## src/tpsp_ram.sv

```systemverilog
// Generic single-write, single-read RAM with registered read data.
// No dependencies.
module tpsp_ram #(
	parameter int WIDTH = 16,
	parameter int DEPTH = 16
) (
	input  logic                     clk,
	input  logic                     wr_en,
	input  logic [$clog2(DEPTH)-1:0] wr_addr,
	input  logic [WIDTH-1:0]         wr_data,
	input  logic [$clog2(DEPTH)-1:0] rd_addr,
	output logic [WIDTH-1:0]         rd_data
);

	logic [WIDTH-1:0] mem [DEPTH];

	always_ff @(posedge clk) begin
		if (wr_en) begin
			mem[wr_addr] <= wr_data;
		end
		rd_data <= mem[rd_addr];
	end

endmodule

```

## config.mk

```make
export PLATFORM = sky130hd
export DESIGN_NAME = tpsp_ram
export DESIGN_NICKNAME = d
export VERILOG_FILES = /design/src/tpsp_ram.sv
export SDC_FILE = /design/constraint.sdc
export NUM_CORES = 1
export LEC_CHECK = 0
export ABC_AREA = 1
export BUFFER_PORTS_ARGS = -buffer_cell sky130_fd_sc_hd__buf_2
export CAP_MARGIN = 20
export CORE_MARGIN = 2
export CORE_UTILIZATION = 50
export DETAILED_ROUTE_END_ITERATION = 8
export PLACE_DENSITY = 0.78
export RECOVER_POWER = 25
export SLEW_MARGIN = 20
export SYNTH_ARGS = -nofsm -noshare
export SYNTH_HDL_FRONTEND = slang
export SYNTH_SLANG_ARGS = --single-unit
```

## constraint.sdc

```tcl
create_clock -name clk -period 1.9 [get_ports clk]
set_clock_uncertainty 0.2 [all_clocks]
set_input_delay 0.19 -clock clk [delete_from_list [all_inputs] [get_ports clk]]
set_output_delay 0.19 -clock clk [all_outputs]
set_load 0.03 [all_outputs]
```

### Word level (Yosys, flattened, before mapping)

Memories as Yosys holds them, arrays and structs flattened. A register that Yosys moved wholly into a read port is not among the register bits.
Cells that the tools add are included.

* word-level logic and storage cells: 3
* register bits after elaboration: 0
* bits of input ports: 26
* memories: 1
* bits in writable memories: 256

Memory list
* mem: words 16, width 16, read ports 1, clocked after memory_dff 1, wr ports 1, RTL line 15 `logic [WIDTH-1:0] mem [DEPTH];`

* muxes and demuxes: 2

Operators by type and width (count)
* $mux 1: 2

### Depth between registers and ports, before layout

* depth in word-level cells: 2
* mapped depth: 9

### Least setup slack after synthesis

Ideal clock, no wire load.

* path kind: input to register
* start: input port wr_addr[2]
* end: memory mem[10][0] (enable)
* setup slack: 0.210 ns
* arrival: 1.101 ns
* stages on the path: 2
* path through: nand3b_1 nor2_1

RTL lines
* start: declaration: RTL line 9 `input logic [$clog2(DEPTH)-1:0] wr_addr,`
* end: declaration: RTL line 15

No word-level cell before the write port.

### Worst setup path after layout

* start: register rd_data[6] (read register of mem)
* end: output port rd_data[6]

RTL lines
* start: declaration: RTL line 12 `output logic [WIDTH-1:0] rd_data`

No word-level cell between the ends.

==> results.txt <==
CP Max Fanout = 1
TritonCTS clock tree = done
area of the core = 22500 sq um
first-pass GRT wire length = 41.3 mm
maximum vdd drop = 0.598 mV
Setup TNS = 0 ns
HP Class = in2reg
Num CTS Buffers = 26
die height = 155 um
Initial Utilization = 0.506
dpl ws = 0.348 ns
final worst setup slack = 0.329 ns
dpl hpwl = 15.3 mm
count of cell types in the netlist = 13
hold path start = rd_addr[0]
initial antenna violation count = 3
status = complete, but fails checks
most frequent cells in the layout = nand2_1 (341), edfxtp_1 (256), inv_1 (196), nand3_1 (193), buf_4 (39)
1st-iter DRT viols = 858
Die X = 155 um
Detailed Routing Iterations Pass 1 = 8
cell at the root of the clock tree = clkbuf_16
IO buf count = 41
Power Dens Cells = 1000 nW/um^2
FF+latch count, synth = 272
R2R Path Start = mem[13][11]
yosys warns = 0
global-route usage over all layers = 0.225
finished layout cell area = 13200 sq um
Worst Setup Start Kind = flip-flop
Worst-path clk slew = 0.07 ns
r2r setup slk = 0.69 ns
Final Cycle Share = 0.827
die area = 24000 sq um
Slew Viols, Final = 0
CP Cell Sequence = buf_2
final hold violations = 0
H-tree level count = 1
worst r2r dst = rd_data[11]
failing checks = design-rule violations
Synth Net Count = 1100
final core utilization = 0.586
drt via density = 5.31
CP Data Arrival Time = 1.18 ns
Worst-Margin Slew = 0.738 ns
Total Power = 13200 uW
Cells after Synth = 1074
layout cells sized above 1 = 0.113
P_leak = 0.00568 uW
clock buffer depth = 3
Setup violations, final = 0
CP endpoint kind = output port
Post-CTS Setup Bufs = 0
worst hold stages = 6
clk sinks = 272
CP max-delay cell = dfxtp_1
maxcap violations = 0
crit-path max cell delay = 0.42 ns
Reg2Reg Depth = 6
Final Critical Period = 1.57 ns
Detailed Route WL = 26.6 mm
Buf/Inv on CP = 1
synthesis-to-finish area growth = 15.8%
placed inst area = 12100 sq um
number of global-route vias before repair = 7542
IO Pins = 42
ANT nets after route = 0
Layout Nets = 1180
most common cell after layout, fill and taps aside = nand2_1
post-synthesis sequential area ratio = 0.704
routed len/inst = 18.2 um
largest net degree at the start of global routing = 65
Row Count = 55
Vias = 7759
global placer's final weighted congestion = 0.836
worst endpoint required time = 1.51 ns
Worst-Skew Late Latency = 0.53 ns
grt ovf = 0
DRC viols = 1
Syn Area/Cell = 10.6 sq um
Crit Path Class = reg2out
worst rel slew slack = 0.508
mapped cell area = 11400 sq um
crit-path leading delay family = flip-flops
hold worst-path end = rd_data[4]
RSZ-0062 raised after global routing = no
Peak Freq = 0.637 GHz
-- cells by family (layout without fill, tap and decap cells) --
| group | after synthesis | count (layout) | synth area share |
|---|---|---|---|
| simple gates | 553 | 553 | 0.204 |
| flops | 272 | 272 | 0.704 |
| other cells | 0 | 2 | 0 |
| buf+inv | 249 | 348 | 0.0921 |
-- cell type report --
| cell class | count | area, sq um |
|---|---|---|
| diodes | 2 | 5.00 |
| clock buffers | 35 | 746 |
| clock inverters | 12 | 185 |
| fillers | 1700 | 9320 |
| inverters | 198 | 744 |
| multi-input cells | 553 | 2360 |
| flip-flops and latches | 272 | 8010 |
| well taps | 285 | 357 |
| repair buffers | 103 | 773 |
-- tightest hold or removal path: cells and delay by family --
family / cells / cell delay [ns]
simple gates: 5 / 0.37
buf+inv: 1 / 0.13
-- cell usage after synthesis --
library cell    n  share of area
nand3_1       193          0.085
buf_1           1        0.00033
buf_6           3         0.0030
buf_4          18          0.012
clkbuf_1       10         0.0033
edfxtp_1      256           0.68
nand2_1       341           0.11
buf_2          19         0.0084
nor2_1         17         0.0056
dfxtp_1        16          0.028
inv_2           2        0.00066
inv_1         196          0.065
nand3b_1        2         0.0013
-- metal layers --
metal  part of all wire  wire [um]  global-route usage  up-vias
met5                  0          0                   0        -
met4              0.029        774              0.0816        0
met3              0.099       2650              0.0482       66
met2               0.47      12600               0.358      403
met1               0.40      10600               0.308     3676
li1                   -          -                   -     3614
-- flip-flops by register name (all words and copies together) (netlist names) --
signal   count
rd_data     16
mem        256
-- repair_timing --
item,4_1_cts,5_1_grt
endpoints found under the hold margin,262,0
gates resized for setup,0,0
hold buffers,17,0
-- worst max path at each step --
stage	start	end	cells after the start	slack [ns]
2_1_floorplan	wr_addr[2]	mem[10][0]	2	0.21
3_3_place_gp	rd_addr[0]	rd_data[2]	7	0.37
6_report	rd_data[6]	rd_data[6]	1	0.33
3_5_place_dp	wr_addr[3]	mem[6][3]	4	0.35
5_1_grt	rd_data[6]	rd_data[6]	1	0.27
4_1_cts	rd_data[6]	rd_data[6]	1	0.33
-- power breakdown --
part | leakage (uW) | switching (uW) | internal [uW]
registers | 0.00245 | 45.7 | 6710
logic | 0.00277 | 633 | 264
clock network | 0.000456 | 2130 | 3420
-- stage by stage --
stage | cells | hold WS [ns]
finish | 1460 | 0.0331
global route | 1460 | 0.0455
CTS | 1458 | 0.0197
detailed placement | 1394 | 0.378
global placement | 1394 | 0.373
floorplan | 1074 | 0.0889
No activity file was read; power rests on OpenSTA's default activity.
